==> src/rtl/mwee_pkg.sv <==
`timescale 1ns / 1ps
// Shared types, constants and step functions for the Microwire EEPROM master.
package mwee_pkg;

  localparam int DataBits      = 16;
  localparam int AddrBits      = 8;
  localparam int TimerBits     = 16;
  localparam int FrameOverhead = 3;
  localparam int ShiftBits     = AddrBits + FrameOverhead + DataBits;
  localparam int CounterBits   = $clog2(ShiftBits + 1);
  localparam int StepBits      = 5;
  localparam int SizeWidth     = 13;

  localparam int AddrBitsSmall = (6 < AddrBits) ? 6 : AddrBits;
  localparam int AddrBitsLarge = (8 < AddrBits) ? 8 : AddrBits;

  // sequencer positions
  localparam logic [StepBits-1:0] SeqIdle       = 5'd31;
  localparam logic [StepBits-1:0] SeqWriteStart = 5'd0;
  localparam logic [StepBits-1:0] SeqReadStart  = 5'd18;
  localparam logic [StepBits-1:0] SeqFinish     = 5'd22;
  localparam logic [StepBits-1:0] ProgramLen    = 5'd23;

  // step kinds
  localparam logic [2:0] KCsOn    = 3'd0;
  localparam logic [2:0] KCsOff   = 3'd1;
  localparam logic [2:0] KCmd     = 3'd2;
  localparam logic [2:0] KCmdData = 3'd3;
  localparam logic [2:0] KRead    = 3'd4;
  localparam logic [2:0] KPoll    = 3'd5;
  localparam logic [2:0] KFin     = 3'd6;

  // address sources
  localparam logic [1:0] AHeld = 2'd0;
  localparam logic [1:0] AWen  = 2'd1;
  localparam logic [1:0] AZero = 2'd2;

  // opcodes
  localparam logic [1:0] OpExt   = 2'd0;
  localparam logic [1:0] OpWrite = 2'd1;
  localparam logic [1:0] OpRead  = 2'd2;
  localparam logic [1:0] OpErase = 2'd3;

  // commands
  localparam logic [1:0] CmdTick  = 2'd0;
  localparam logic [1:0] CmdRead  = 2'd1;
  localparam logic [1:0] CmdWrite = 2'd2;

  // register indexes
  localparam int CfgIndexBits = 3;
  localparam logic [CfgIndexBits-1:0] RegDeviceKind = 3'd0;
  localparam logic [CfgIndexBits-1:0] RegSetup      = 3'd1;
  localparam logic [CfgIndexBits-1:0] RegClockHigh  = 3'd2;
  localparam logic [CfgIndexBits-1:0] RegClockLow   = 3'd3;
  localparam logic [CfgIndexBits-1:0] RegSelectLow  = 3'd4;
  localparam logic [CfgIndexBits-1:0] RegPoll       = 3'd5;

  localparam logic [2:0] StepKind [23] = '{
    KCsOn, KCmd, KCsOff, KCsOn, KCmd, KCsOff, KCsOn, KPoll,
    KCsOff, KCsOn, KCmdData, KCsOff, KCsOn, KPoll, KCsOff, KCsOn,
    KCmd, KCsOff, KCsOn, KCmd, KRead, KCsOff, KFin};

  localparam logic [1:0] StepOp [23] = '{
    OpExt, OpExt, OpExt, OpExt, OpErase, OpExt, OpExt, OpExt,
    OpExt, OpExt, OpWrite, OpExt, OpExt, OpExt, OpExt, OpExt,
    OpExt, OpExt, OpExt, OpRead, OpExt, OpExt, OpExt};

  localparam logic [1:0] StepAddr [23] = '{
    AHeld, AWen, AHeld, AHeld, AHeld, AHeld, AHeld, AHeld,
    AHeld, AHeld, AHeld, AHeld, AHeld, AHeld, AHeld, AHeld,
    AZero, AHeld, AHeld, AHeld, AHeld, AHeld, AHeld};

  localparam logic [SizeWidth-1:0] SizeBits [4] = '{
    13'd1024, 13'd2048, 13'd4096, 13'd4096};

  typedef struct packed {
    logic [1:0]           device_kind;
    logic [TimerBits-1:0] setup_ticks;
    logic [TimerBits-1:0] clock_high_ticks;
    logic [TimerBits-1:0] clock_low_ticks;
    logic [TimerBits-1:0] select_low_ticks;
    logic [TimerBits-1:0] poll_ticks;
  } cfg_t;

  localparam cfg_t CfgReset = '{
    device_kind:      2'd0,
    setup_ticks:      16'd20,
    clock_high_ticks: 16'd50,
    clock_low_ticks:  16'd50,
    select_low_ticks: 16'd50,
    poll_ticks:       16'd1};

  typedef struct packed {
    logic [1:0]          command;
    logic [AddrBits-1:0] word_address;
    logic [DataBits-1:0] write_word;
    logic                serial_in;
  } item_t;

  typedef struct packed {
    logic                chip_select;
    logic                serial_clock;
    logic                serial_out;
    logic                busy_res;
    logic                done_res;
    logic [DataBits-1:0] read_word;
    logic                status;
  } res_t;

  typedef struct packed {
    logic [StepBits-1:0]    step;
    logic [CounterBits-1:0] bit_counter;
    logic [ShiftBits-1:0]   out_shift;
    logic [TimerBits-1:0]   phase_timer;
    logic [DataBits-1:0]    in_shift;
    logic [AddrBits-1:0]    held_address;
    logic [DataBits-1:0]    held_word;
    logic [1:0]             bit_phase;
    logic                   cs;
    logic                   sclk;
    logic                   so;
  } eng_state_t;

  localparam eng_state_t EngReset = '{step: SeqIdle, default: '0};

  function automatic logic [2:0] step_kind(input logic [StepBits-1:0] s);
    logic [2:0] k;
    k = KFin;
    if (s < ProgramLen) k = StepKind[s];
    return k;
  endfunction

  function automatic logic [TimerBits-1:0] dur(input logic [TimerBits-1:0] v);
    return (v == '0) ? TimerBits'(1) : v;
  endfunction

  function automatic logic [3:0] addr_bits(input logic [1:0] kind);
    return (kind == 2'd0) ? 4'(AddrBitsSmall) : 4'(AddrBitsLarge);
  endfunction

  function automatic logic addr_over(input logic [1:0] kind,
                                     input logic [AddrBits-1:0] adr);
    logic [SizeWidth-1:0] words;
    words = SizeWidth'(SizeBits[kind] / DataBits);
    return SizeWidth'(adr) >= words;
  endfunction

  function automatic logic [ShiftBits-1:0] frame(input logic [1:0] kind,
                                                 input logic [1:0] op,
                                                 input logic [AddrBits-1:0] adr);
    logic [ShiftBits-1:0] f;
    f = '0;
    if (kind == 2'd0) begin
      f[AddrBitsSmall+2:0] = {1'b1, op, adr[AddrBitsSmall-1:0]};
    end else begin
      f[AddrBitsLarge+2:0] = {1'b1, op, adr[AddrBitsLarge-1:0]};
    end
    return f;
  endfunction

  function automatic eng_state_t load_bit(input eng_state_t s, input cfg_t c);
    eng_state_t n;
    logic [ShiftBits-1:0] sh;
    n = s;
    sh = s.out_shift >> (s.bit_counter - CounterBits'(1));
    n.so = sh[0];
    n.sclk = 1'b0;
    n.phase_timer = dur(c.setup_ticks);
    n.bit_phase = 2'd0;
    return n;
  endfunction

  function automatic eng_state_t enter_step(input eng_state_t s, input cfg_t c);
    eng_state_t n;
    logic [2:0] k;
    logic [1:0] src;
    logic [1:0] op;
    logic [AddrBits-1:0] adr;
    logic [ShiftBits-1:0] fr;
    n = s;
    k = step_kind(s.step);
    src = (s.step < ProgramLen) ? StepAddr[s.step] : AHeld;
    op = (s.step < ProgramLen) ? StepOp[s.step] : OpExt;
    n.sclk = 1'b0;
    n.so = 1'b0;
    adr = s.held_address;
    if (src == AWen) begin
      adr = (c.device_kind == 2'd0) ? AddrBits'(3 << (AddrBitsSmall - 2))
                                    : AddrBits'(3 << (AddrBitsLarge - 2));
    end else if (src == AZero) begin
      adr = '0;
    end
    fr = frame(c.device_kind, op, adr);
    unique case (k)
      KCsOn: begin
        n.cs = 1'b1;
        n.phase_timer = dur(c.setup_ticks);
      end
      KCsOff: begin
        n.cs = 1'b0;
        n.phase_timer = dur(c.select_low_ticks);
      end
      KCmd: begin
        n.out_shift = fr;
        n.bit_counter = CounterBits'(addr_bits(c.device_kind)) + CounterBits'(FrameOverhead);
        n = load_bit(n, c);
      end
      KCmdData: begin
        n.out_shift = (fr << DataBits) | ShiftBits'(s.held_word);
        n.bit_counter = CounterBits'(addr_bits(c.device_kind)) + CounterBits'(FrameOverhead)
                        + CounterBits'(DataBits);
        n = load_bit(n, c);
      end
      KRead: begin
        n.out_shift = '0;
        n.bit_counter = CounterBits'(DataBits);
        n.in_shift = '0;
        n = load_bit(n, c);
      end
      KPoll: begin
        n.cs = 1'b1;
        n.phase_timer = dur(c.poll_ticks);
      end
      default: begin
        n.cs = 1'b0;
        n.phase_timer = '0;
      end
    endcase
    return n;
  endfunction

  function automatic eng_state_t run_tick(input eng_state_t s, input logic si,
                                          input cfg_t c);
    eng_state_t n;
    logic [2:0] k;
    logic adv;
    n = s;
    adv = 1'b0;
    k = step_kind(s.step);
    if (k != KFin) begin
      if (s.phase_timer > TimerBits'(1)) begin
        n.phase_timer = s.phase_timer - TimerBits'(1);
      end else begin
        n.phase_timer = '0;
        if (k == KCsOn || k == KCsOff) begin
          adv = 1'b1;
        end else if (k == KPoll) begin
          if (si) adv = 1'b1;
          else n.phase_timer = dur(c.poll_ticks);
        end else if (s.bit_phase == 2'd0) begin
          n.sclk = 1'b1;
          n.phase_timer = dur(c.clock_high_ticks);
          n.bit_phase = 2'd1;
        end else if (s.bit_phase == 2'd1) begin
          n.sclk = 1'b0;
          n.so = 1'b0;
          n.phase_timer = dur(c.clock_low_ticks);
          n.bit_phase = 2'd2;
        end else begin
          if (k == KRead) n.in_shift = {s.in_shift[DataBits-2:0], si};
          if (s.bit_counter != '0) n.bit_counter = s.bit_counter - CounterBits'(1);
          if (n.bit_counter != '0) n = load_bit(n, c);
          else adv = 1'b1;
        end
      end
    end
    if (adv) begin
      n.step = n.step + StepBits'(1);
      n = enter_step(n, c);
    end
    return n;
  endfunction

endpackage

==> src/rtl/microwire_eeprom_master.sv <==
`timescale 1ns / 1ps
// Top level of the Microwire (93C46/56/66) EEPROM master.
// Each item is one tick of the serial engine and yields exactly one result
// item with the pin levels and status after that tick. One item is taken
// every clock cycle unless a result is waiting and not yet read; an item
// passes an input register and then the result register, from which its
// result is offered. The single tick update between those registers sets
// the rate. Configuration writes take effect at once and are meant for idle periods.
module microwire_eeprom_master (
  input  logic                                  clk,
  input  logic                                  rst,
  input  logic                                  in_valid,
  output logic                                  in_ready,
  input  logic [1:0]                            command,
  input  logic [mwee_pkg::AddrBits-1:0]         word_address,
  input  logic [mwee_pkg::DataBits-1:0]         write_word,
  input  logic                                  serial_in,
  output logic                                  out_valid,
  input  logic                                  out_ready,
  output logic                                  chip_select,
  output logic                                  serial_clock,
  output logic                                  serial_out,
  output logic                                  busy_res,
  output logic                                  done_res,
  output logic [mwee_pkg::DataBits-1:0]         read_word,
  output logic                                  status,
  input  logic                                  cfg_write,
  input  logic [mwee_pkg::CfgIndexBits-1:0]     cfg_index,
  input  logic [mwee_pkg::TimerBits-1:0]        cfg_data
);

  mwee_pkg::cfg_t  cfg;
  mwee_pkg::item_t in_item;
  mwee_pkg::res_t  res_next;
  mwee_pkg::res_t  res;
  logic            in_held;
  logic            step_en;

  assign step_en  = in_held && (!out_valid || out_ready);
  assign in_ready = !in_held || step_en;

  mwee_cfg u_cfg (
    .clk       (clk),
    .rst       (rst),
    .cfg_write (cfg_write),
    .cfg_index (cfg_index),
    .cfg_data  (cfg_data),
    .cfg       (cfg)
  );

  mwee_engine u_engine (
    .clk      (clk),
    .rst      (rst),
    .step_en  (step_en),
    .item     (in_item),
    .cfg      (cfg),
    .res_next (res_next)
  );

  always_ff @(posedge clk) begin
    if (rst) begin
      in_held <= 1'b0;
    end else if (in_ready) begin
      in_held <= in_valid;
    end
  end

  always_ff @(posedge clk) begin
    if (in_valid && in_ready) begin
      in_item <= '{command: command, word_address: word_address,
                   write_word: write_word, serial_in: serial_in};
    end
  end

  always_ff @(posedge clk) begin
    if (rst) begin
      out_valid <= 1'b0;
    end else if (step_en) begin
      out_valid <= 1'b1;
    end else if (out_ready) begin
      out_valid <= 1'b0;
    end
  end

  always_ff @(posedge clk) begin
    if (step_en) begin
      res <= res_next;
    end
  end

  assign chip_select  = res.chip_select;
  assign serial_clock = res.serial_clock;
  assign serial_out   = res.serial_out;
  assign busy_res     = res.busy_res;
  assign done_res     = res.done_res;
  assign read_word    = res.read_word;
  assign status       = res.status;

endmodule

==> src/rtl/mwee_cfg.sv <==
`timescale 1ns / 1ps
// Configuration registers: device kind and bus phase lengths.
module mwee_cfg (
  input  logic                                clk,
  input  logic                                rst,
  input  logic                                cfg_write,
  input  logic [mwee_pkg::CfgIndexBits-1:0]   cfg_index,
  input  logic [mwee_pkg::TimerBits-1:0]      cfg_data,
  output mwee_pkg::cfg_t                      cfg
);

  always_ff @(posedge clk) begin
    if (rst) begin
      cfg <= mwee_pkg::CfgReset;
    end else if (cfg_write) begin
      unique case (cfg_index)
        mwee_pkg::RegDeviceKind: cfg.device_kind      <= cfg_data[1:0];
        mwee_pkg::RegSetup:      cfg.setup_ticks      <= cfg_data;
        mwee_pkg::RegClockHigh:  cfg.clock_high_ticks <= cfg_data;
        mwee_pkg::RegClockLow:   cfg.clock_low_ticks  <= cfg_data;
        mwee_pkg::RegSelectLow:  cfg.select_low_ticks <= cfg_data;
        mwee_pkg::RegPoll:       cfg.poll_ticks       <= cfg_data;
        default: ;
      endcase
    end
  end

endmodule

==> src/rtl/mwee_engine.sv <==
`timescale 1ns / 1ps
// Sequencer state and the one-tick update of the serial engine.
module mwee_engine (
  input  logic              clk,
  input  logic              rst,
  input  logic              step_en,
  input  mwee_pkg::item_t   item,
  input  mwee_pkg::cfg_t    cfg,
  output mwee_pkg::res_t    res_next
);

  mwee_pkg::eng_state_t state;
  mwee_pkg::eng_state_t state_next;

  always_comb begin
    state_next = state;
    res_next = '0;
    if (state_next.step != mwee_pkg::SeqIdle && state_next.step >= mwee_pkg::ProgramLen) begin
      state_next.step = mwee_pkg::SeqIdle;
    end
    if (state_next.step == mwee_pkg::SeqFinish) begin
      res_next.done_res = 1'b1;
      res_next.read_word = state_next.in_shift;
      state_next.step = mwee_pkg::SeqIdle;
      state_next.cs = 1'b0;
      state_next.sclk = 1'b0;
      state_next.so = 1'b0;
    end else if (state_next.step == mwee_pkg::SeqIdle) begin
      if (item.command == mwee_pkg::CmdRead || item.command == mwee_pkg::CmdWrite) begin
        if (mwee_pkg::addr_over(cfg.device_kind, item.word_address)) begin
          res_next.done_res = 1'b1;
          res_next.status = 1'b1;
        end else begin
          state_next.held_address = item.word_address;
          state_next.held_word = item.write_word;
          state_next.step = (item.command == mwee_pkg::CmdWrite) ?
                            mwee_pkg::SeqWriteStart : mwee_pkg::SeqReadStart;
          state_next = mwee_pkg::enter_step(state_next, cfg);
          state_next = mwee_pkg::run_tick(state_next, item.serial_in, cfg);
        end
      end
    end else begin
      state_next = mwee_pkg::run_tick(state_next, item.serial_in, cfg);
    end
    res_next.chip_select = state_next.cs;
    res_next.serial_clock = state_next.sclk;
    res_next.serial_out = state_next.so;
    res_next.busy_res = (state_next.step != mwee_pkg::SeqIdle);
  end

  always_ff @(posedge clk) begin
    if (rst) begin
      state <= mwee_pkg::EngReset;
    end else if (step_en) begin
      state <= state_next;
    end
  end

endmodule
==> config.mk <==
export PLATFORM = sky130hd
export DESIGN_NAME = microwire_eeprom_master
export DESIGN_NICKNAME = d
export VERILOG_FILES = /design/src/rtl/mwee_pkg.sv /design/src/rtl/microwire_eeprom_master.sv /design/src/rtl/mwee_cfg.sv /design/src/rtl/mwee_engine.sv
export SDC_FILE = /design/constraint.sdc
export NUM_CORES = 1
export LEC_CHECK = 0
export ABC_AREA = 1
export BUFFER_PORTS_ARGS = -buffer_cell sky130_fd_sc_hd__buf_2
export CORE_AREA = 4 4 213 215
export DETAILED_ROUTE_END_ITERATION = 12
export DIE_AREA = 0 0 217 219
export MAX_ROUTING_LAYER = met4
export PLACE_DENSITY = 0.42
export SYNTH_ARGS = -nofsm -noshare
export SYNTH_HDL_FRONTEND = slang
export SYNTH_SLANG_ARGS = --single-unit
==> constraint.sdc <==
create_clock -name clk -period 4.65 [get_ports clk]
set_clock_uncertainty 0.1 [all_clocks]
set_input_delay 0.2325 -clock clk [delete_from_list [all_inputs] [get_ports clk]]
set_output_delay 0.2325 -clock clk [all_outputs]
set_load 0.02 [all_outputs]
==> results of run 1 <==
## logic make-up (layout without fill, tap and decap cells)
group,after synthesis,after routing
AND/OR/NAND/NOR,1001,1001
adder cells (fa/ha/maj),20,20
buffers and inverters,283,408
AO/OA/AOI/OAI,343,343
flip-flops,231,231
XOR/XNOR,23,23
## worst max-delay path, stage by stage (launching register included)
cell and delay [ns]:
dfxtp_1 0.46, nand2_2 0.12, inv_2 0.06, nand2_2 0.06, nand2_2 0.10, inv_2 0.04
nor2_1 0.08, nand2_1 0.11, nand2_1 0.22, inv_1 0.16, ha_1 0.36, inv_1 0.08
a31oi_1 0.14, nand3_1 0.10, nand2_1 0.08, inv_1 0.10, nand3_4 0.23, nand2_2 0.11
a21oi_4 0.16, nand2_4 0.24, inv_4 0.22, nand2_2 0.11, nand2_1 0.07, nand2_1 0.27
o21ai_0 0.29, nor2_1 0.05
## power breakdown
group,leakage (nW),internal (mW),switching (mW)
sequential,1.95,2.16,0.0840
combinational,4.07,0.405,0.854
clock,0.441,1.26,0.894
total,6.47,3.82,1.83
## routing by layer
| layer | vias up | global-route usage (%) | wire (um) |
|---|---|---|---|
| li1 | 6409 | - | - |
| met3 | 39 | 2.35 | 2020 |
| met4 | 0 | 3.07 | 675 |
| met5 | - | - | 0 |
| met1 | 5632 | 27.4 | 22300 |
| met2 | 302 | 26.5 | 18200 |
## state kept, by name, summed over array words and instances, names as in the netlist
name and count:
read_word 16, serial_clock 1, out_valid 1, chip_select 1, serial_out 1, in_item 27, done_res 1, in_held 1
u_cfg.cfg 82, busy_res 1, u_engine.state 98, status 1
## final cells by class
cell class | instances | area [um2] | share of cell area, %
inverter | 204 | 768 | 5.03
clock inverter | 10 | 97.6 | 0.639
sequential | 231 | 5120 | 33.5
timing repair buffer | 152 | 1110 | 7.24
clock buffer | 42 | 813 | 5.32
tap | 592 | 741 | 4.85
multi-input combinational | 1387 | 6640 | 43.4
## what timing repair did
item | CTS | global route
hold endpoints to repair | 110 | 0
hold buffers | 50 | 0
setup endpoints to repair | 0 | 13
resized for setup | 0 | 1
buffers inserted | 0 | 0
## placed cells by master (no fill, tap or decap), drive strengths merged, types with 20 or more instances in the layout
cell,netlist,layout
a21oi,141,141
buf,25,102
clkbuf,54,42
dfxtp,182,182
dlygate4sd3,0,50
edfxtp,49,49
ha,20,20
inv,200,201
nand2,520,520
nand3,176,176
nor2,241,241
nor3,25,25
o21ai,176,176
xor2,20,20
## worst max path at each step
stage | startpoint | cells past startpoint | end
2_1_floorplan | u_engine.state[88]$_SDFFE_PP0P_ | 17 | busy_res$_DFFE_PP_
3_3_place_gp | u_engine.state[97]$_SDFFE_PP1P_ | 21 | u_engine.state[73]$_SDFFE_PP0P_
3_5_place_dp | u_engine.state[97]$_SDFFE_PP1P_ | 21 | u_engine.state[73]$_SDFFE_PP0P_
4_1_cts | u_engine.state[97]$_SDFFE_PP1P_ | 21 | u_engine.state[73]$_SDFFE_PP0P_
5_1_grt | u_engine.state[95]$_SDFFE_PP1P_ | 25 | u_engine.state[73]$_SDFFE_PP0P_
6_report | u_engine.state[95]$_SDFFE_PP1P_ | 25 | u_engine.state[72]$_SDFFE_PP0P_
==> key figures, run 1 <==
Run status
  – Run status: finished, final reports clean

Layout
  – Final standard cell count with taps included and fillers excluded: about 2.6k
  – Number of filler cells placed in the layout: 4,762
  – Net count, final: 2,075
  – Area of all placed cells without fillers: 0.0153 mm2
  – Share of the core filled with cells: a little over a third
  – Antenna cell count: 0
  – Layout cell share with drive strength beyond 1: about 11%
  – Layout overhead on the synthesized area: 18.5%

Logic synthesis
  – Cell count after synthesis: 1,901
  – Net count after synthesis: ~2.0k
  – Cell with the most instances after synthesis: nand2_1
  – Sequential area share after synthesis: 39.7%
  – Post-synthesis average cell area: a little under 7 um2
  – Flip-flop and latch count after synthesis: 231
  – YS warnings: 0
  – Top cell type by total area after synthesis: dfxtp_1
  – Mapped cell area: 0.0129 mm2
  – Number of enable-type register cells in the synthesized netlist: 49
  – Portion of synthesized cell area occupied by the leading cell type: 28.3%
  – Fraction of synthesized cell area in xor and xnor cells: 1.56%
  – Simple logic cell fraction of the synthesized area: 33.5%
  – Yosys cell types: 50
  – Primary flip-flop cell chosen by synthesis mapping: dfxtp_1
  – Ranking of synthesized cells by instance count: 501 x nand2_1, 232 x nor2_1, 182 x dfxtp_1
  – Fraction of the mapped netlist area in compound gates: 14.4%
  – Main combinational cell family by area after synthesis: simple AND/OR/NAND/NOR gates
  – Most area-consuming cells after synthesis: dfxtp_1 28%, nand2_1 15%, edfxtp_1 11%
  – Ys async rst share: 0%
  – Mux cell area share after synthesis: 0%
  – Adder and majority cell fraction of the synthesized area: between 1.5 and 2%

STA
  – Hold violation total from the final report: 0
  – Final worst-path setup slack: 0.388 ns
  – Hold Slack: 0.0365 ns
  – Tmin final: 4.26 ns
  – Tightest Pin Transition: 0.909 ns
  – Slew margin rel.: 39.4%
  – Peak clock frequency supported by timing: 235 MHz
  – Post-Route Setup TNS: 0 ns
  – Final count of pins violating max slew: 0
  – RSZ-0062 raised after global routing: no
  – Setup-violating endpoint count in the final report: 0
  – Period Utilization, post-route: 91.7%

Die
  – Overall die width: 217 um
  – Initial cell density of the core: between 20% and 30%
  – Number of rows in the core area: 77
  – Boundary pin count: 75
  – Floorplan die area: around 0.048 mm2
  – Core region area: 0.0437 mm2
  – Height of the die: 219 um

Critical path
  – Reg-to-Reg End: u_engine.state[72]$_SDFFE_PP0P_
  – Arrival time of data at the critical path endpoint: 4.61 ns
  – Startpoint of the worst register-to-register path: u_engine.state[95]$_SDFFE_PP1P_
  – Crit path launch type: flop
  – Path type of the worst setup path: flop to flop
  – Setup crit end kind: flop
  – Logic depth of the worst register-to-register path: 25
  – Register-to-register path setup slack: around 0.39 ns
  – Required time at the endpoint of the critical path: 5.00 ns
  – Crit Path Max Fanout: 23

Route
  – Total via count after detailed routing: between 10k and 15k
  – Total wirelength of the detailed-routed design: 43.2 mm
  – Routed Antenna Nets: 0
  – WL per Instance: 16.5 um
  – Count of TritonRoute iterations in the first routing pass: 7
  – DRC violation total after the first TritonRoute iteration: 1,028
  – Remaining DRCs: 0
  – Post-DR vias/cell: 4.73

Placement
  – Setup Slack @ Placement: 0.344 ns
  – Placed cell count: 2,516
  – Number of buffer cells added on primary ports: 74
  – HPWL after DPL: 32.0 mm
  – Placed cell areas: 0.0139 mm2
  – Global placer's final weighted congestion: 0.926

Hold path
  – Number of stages on the worst hold path: 3
  – Start point of the worst hold path: rst
  – Worst hold path endpoint: u_engine.state[8]$_SDFFE_PP0P_
  – Min-Delay Path Class: primary input to flop

Power and ir drop
  – PnR Total Power: ~5.7 mW
  – Total power divided by cell area: 370 mW/mm2
  – Worst IR drop on VDD: 0.254 mV
  – Leak pwr: roughly 6.5 nW

Global route
  – Total global-route track usage: a little under a fifth
  – Number of antenna violations at the first check in global routing: 0
  – Wire length of the first global-routing pass: 67.6 mm
  – Via count of the first global-routing pass: 11.4k
  – Pin count of the biggest net entering global routing: 118
  – Global route total overflow: 0

Clock tree
  – TritonCTS buffer count: 28
  – Number of H-tree branching levels: 1
  – Clk sinks: 231
  – Root Buffer Master: clkbuf_16
  – Clock latency on the worst-skew pair: 0.59 ns
  – Clk buf depth: 3
  – Clock slew at reported path FFs: ~0.060 ns
  – TritonCTS clock tree: built

Flow run
  – Count of max-cap constraint violations: 0
No activity file was read; power rests on OpenSTA's default activity.
==> run 2, diff against run 1 <==
--- a/config.mk
+++ b/config.mk
@@ -7,11 +7,11 @@
 export LEC_CHECK = 0
 export ABC_AREA = 1
 export BUFFER_PORTS_ARGS = -buffer_cell sky130_fd_sc_hd__buf_2
-export CORE_AREA = 4 4 213 215
+export CORE_AREA = 4 4 197 199
 export DETAILED_ROUTE_END_ITERATION = 12
-export DIE_AREA = 0 0 217 219
+export DIE_AREA = 0 0 201 203
 export MAX_ROUTING_LAYER = met4
-export PLACE_DENSITY = 0.42
+export PLACE_DENSITY = 0.47
 export SYNTH_ARGS = -nofsm -noshare
 export SYNTH_HDL_FRONTEND = slang
 export SYNTH_SLANG_ARGS = --single-unit
==> key figures, run 2 (synthesized netlist as in run 1, its figures left out) <==
STA
  – Peak clock frequency supported by timing: 242 MHz (+3.2%)
  – Hold violation total from the final report: 0 (unchanged)
  – Period Utilization, post-route: 88.8% (-2.8 points)
  – Setup-violating endpoint count in the final report: 0 (unchanged)
  – Hold Slack: 0.0253 ns (-0.0113 ns)
  – RSZ-0062 raised after global routing: no
  – Tmin final: 4.13 ns (-0.132 ns)
  – Final worst-path setup slack: 0.519 ns (+0.132 ns)
  – Final count of pins violating max slew: 0 (unchanged)
  – Slew margin rel.: 40.8% (+1.5 points)
  – Post-Route Setup TNS: 0 ns (unchanged)
  – Tightest Pin Transition: 0.887 ns (-0.0220 ns)

Placement
  – HPWL after DPL: 31.2 mm (-2.6%)
  – Global placer's final weighted congestion: 0.949 (+2.5%)
  – Number of buffer cells added on primary ports: 74 (unchanged)
  – Setup Slack @ Placement: 0.522 ns (+0.178 ns)

Die
  – Initial cell density of the core: 34.6% (+5.2 points)
  – Boundary pin count: 75 (unchanged)
  – Floorplan die area: 0.0408 mm2 (-14%)
  – Height of the die: 203 um (-7.3%)
  – Overall die width: 201 um (-7.4%)
  – Number of rows in the core area: 71 (-7.8%)
  – Core region area: 0.0372 mm2 (-15%)

Hold path
  – Start point of the worst hold path: cfg_index[1]
  – Min-Delay Path Class: primary input to flop

Clock tree
  – TritonCTS clock tree: built
  – Root Buffer Master: clkbuf_16
  – TritonCTS buffer count: 28 (unchanged)
  – Clock slew at reported path FFs: 0.06 ns (about the same)
  – Number of H-tree branching levels: 1 (unchanged)
  – Clk sinks: 231 (unchanged)
  – Post-CTS setup buffers: 0 (unchanged)
  – Clock latency on the worst-skew pair: 0.56 ns (-0.03 ns)
  – Clk buf depth: 3 (unchanged)

Critical path
  – Path type of the worst setup path: flop to flop
  – Crit Path Max Fanout: 23 (unchanged)
  – Crit path launch type: flop
  – Arrival time of data at the critical path endpoint: 4.48 ns (-0.13 ns)
  – Start point of the critical path: u_engine.state[96]$_SDFFE_PP1P_
  – Startpoint of the worst register-to-register path: u_engine.state[96]$_SDFFE_PP1P_
  – Setup crit end kind: flop
  – Required time at the endpoint of the critical path: 5.00 ns (about the same)

Route
  – DRC violation total after the first TritonRoute iteration: 891 (-13%)
  – Routed Antenna Nets: 0 (unchanged)
  – WL per Instance: 16.7 um (+1.5%)
  – Remaining DRCs: 0 (unchanged)
  – Post-DR vias/cell: 5.01 (+6.0%)
  – Count of TritonRoute iterations in the first routing pass: 5 (-2)
  – Total wirelength of the detailed-routed design: 41.9 mm (-3.0%)
  – Total via count after detailed routing: 12.5k (+1.2%)

Layout
  – Most flops, register: u_engine.state
  – Commonest cells after routing, fill and taps aside: 501 x nand2_1, 231 x nor2_1, 182 x dfxtp_1
  – Net count, final: 2,076 (+0.048%)
  – Registers with the most flip-flops: u_engine.state (98), u_cfg.cfg (82), in_item (27)
  – Layout overhead on the synthesized area: 17.1%
  – Number of filler cells placed in the layout: 3,974 (-17%)
  – Most common cell after layout, fill and taps aside: nand2_1
  – Antenna cell count: 0 (unchanged)
  – Layout cell share with drive strength beyond 1: 11.1% (+0.044 points)
  – Flip-flop count of the largest register, all copies and words added: 98 (unchanged)

Power and ir drop
  – PnR Total Power: 5.63 mW (-0.48%)
  – Leak pwr: 6.47 nW (about the same)
  – Worst IR drop on VDD: 0.322 mV (+27%)
  – Total power divided by cell area: 373 mW/mm2 (+0.73%)

Global route
  – Global route total overflow: 0 (unchanged)
  – Pin count of the biggest net entering global routing: 87 (-26%)
  – Wire length of the first global-routing pass: 67.5 mm (-0.11%)
  – Number of antenna violations at the first check in global routing: 0 (unchanged)
  – Via count of the first global-routing pass: 12.0k (+4.7%)
  – Total global-route track usage: 20.9% (+2.7 points)

Flow run
  – Count of max-cap constraint violations: 0 (unchanged)

Run status
  – Run status: finished, final reports clean
==> run 2: cell count changes in the layout (fill, tap and decap cells not counted), sizes merged <==
| cell | change |
|---|---|
| dlygate4sd3 | -2 |
| clkbuf | +1 |
| buf | +3 |
| clkinvlp | -1 |
==> run 2: what timing repair did <==
item                      in CTS  in global routing
hold buffers                  48                  0
gates resized for setup        0                  0
hold endpoints to repair     111                  0
==> run 2: report_power, final <==
| part | switching (mW) | internal (mW) |
|---|---|---|
| logic | 0.845 | 0.407 |
| clock network | 0.880 | 1.26 |
| registers | 0.0814 | 2.16 |
| total | 1.81 | 3.82 |
==> run 2: worst max-delay path, stage by stage (launching register included) <==
cell,delay [ns]
dfxtp_1,0.48
inv_1,0.18
nand2_2,0.14
inv_2,0.04
nor2_1,0.07
nand2_1,0.11
nand2_1,0.21
inv_1,0.15
ha_1,0.35
inv_1,0.08
a31oi_1,0.13
nand3_1,0.09
nand2_1,0.06
inv_1,0.09
nand3_4,0.22
nand2_2,0.11
a21oi_4,0.16
nand2_4,0.24
inv_4,0.21
nand2_2,0.10
nand2_1,0.07
nand2_1,0.26
o21ai_0,0.29
nor2_1,0.06
==> run 2: final timing paths <==
path                                          end  slack (ns)  cells past startpoint
hold reg to reg   u_engine.state[25]$_SDFFE_PP0P_        0.36                      2
setup / recovery  u_engine.state[72]$_SDFFE_PP0P_        0.52                     23
setup reg to reg  u_engine.state[72]$_SDFFE_PP0P_        0.52                     23
hold / removal         u_cfg.cfg[81]$_SDFFE_PP0P_        0.03                      6
==> run 2: layout make-up <==
cell class | count | area (um2) | share of cell area [%]
sequential | 231 | 5110 | 33.9
clock buffer | 43 | 818 | 5.42
clock inverter | 9 | 71.3 | 0.472
multi-input combinational | 1387 | 6630 | 43.9
tap | 474 | 593 | 3.93
timing repair buffer | 153 | 1100 | 7.26
inverter | 204 | 768 | 5.09
==> run 2: layer usage <==
layer  track usage (%)  up-vias  part of all wire [%]
met5                 -        -                     0
met4              4.20        0                   1.6
met1              31.6     5741                    51
met2              30.1      355                    41
met3              2.33       44                   5.9
li1                  -     6396                     -
==> run 2: per-stage QoR <==
step	area [um2]	std cells	utilization [%]
5_1_grt	15100	2501	40.6
3_3_place_gp	13700	2401	36.9
2_1_floorplan	12900	1901	-
4_1_cts	15100	2501	40.6
3_5_place_dp	13700	2401	36.9
6_report	15100	2501	40.6
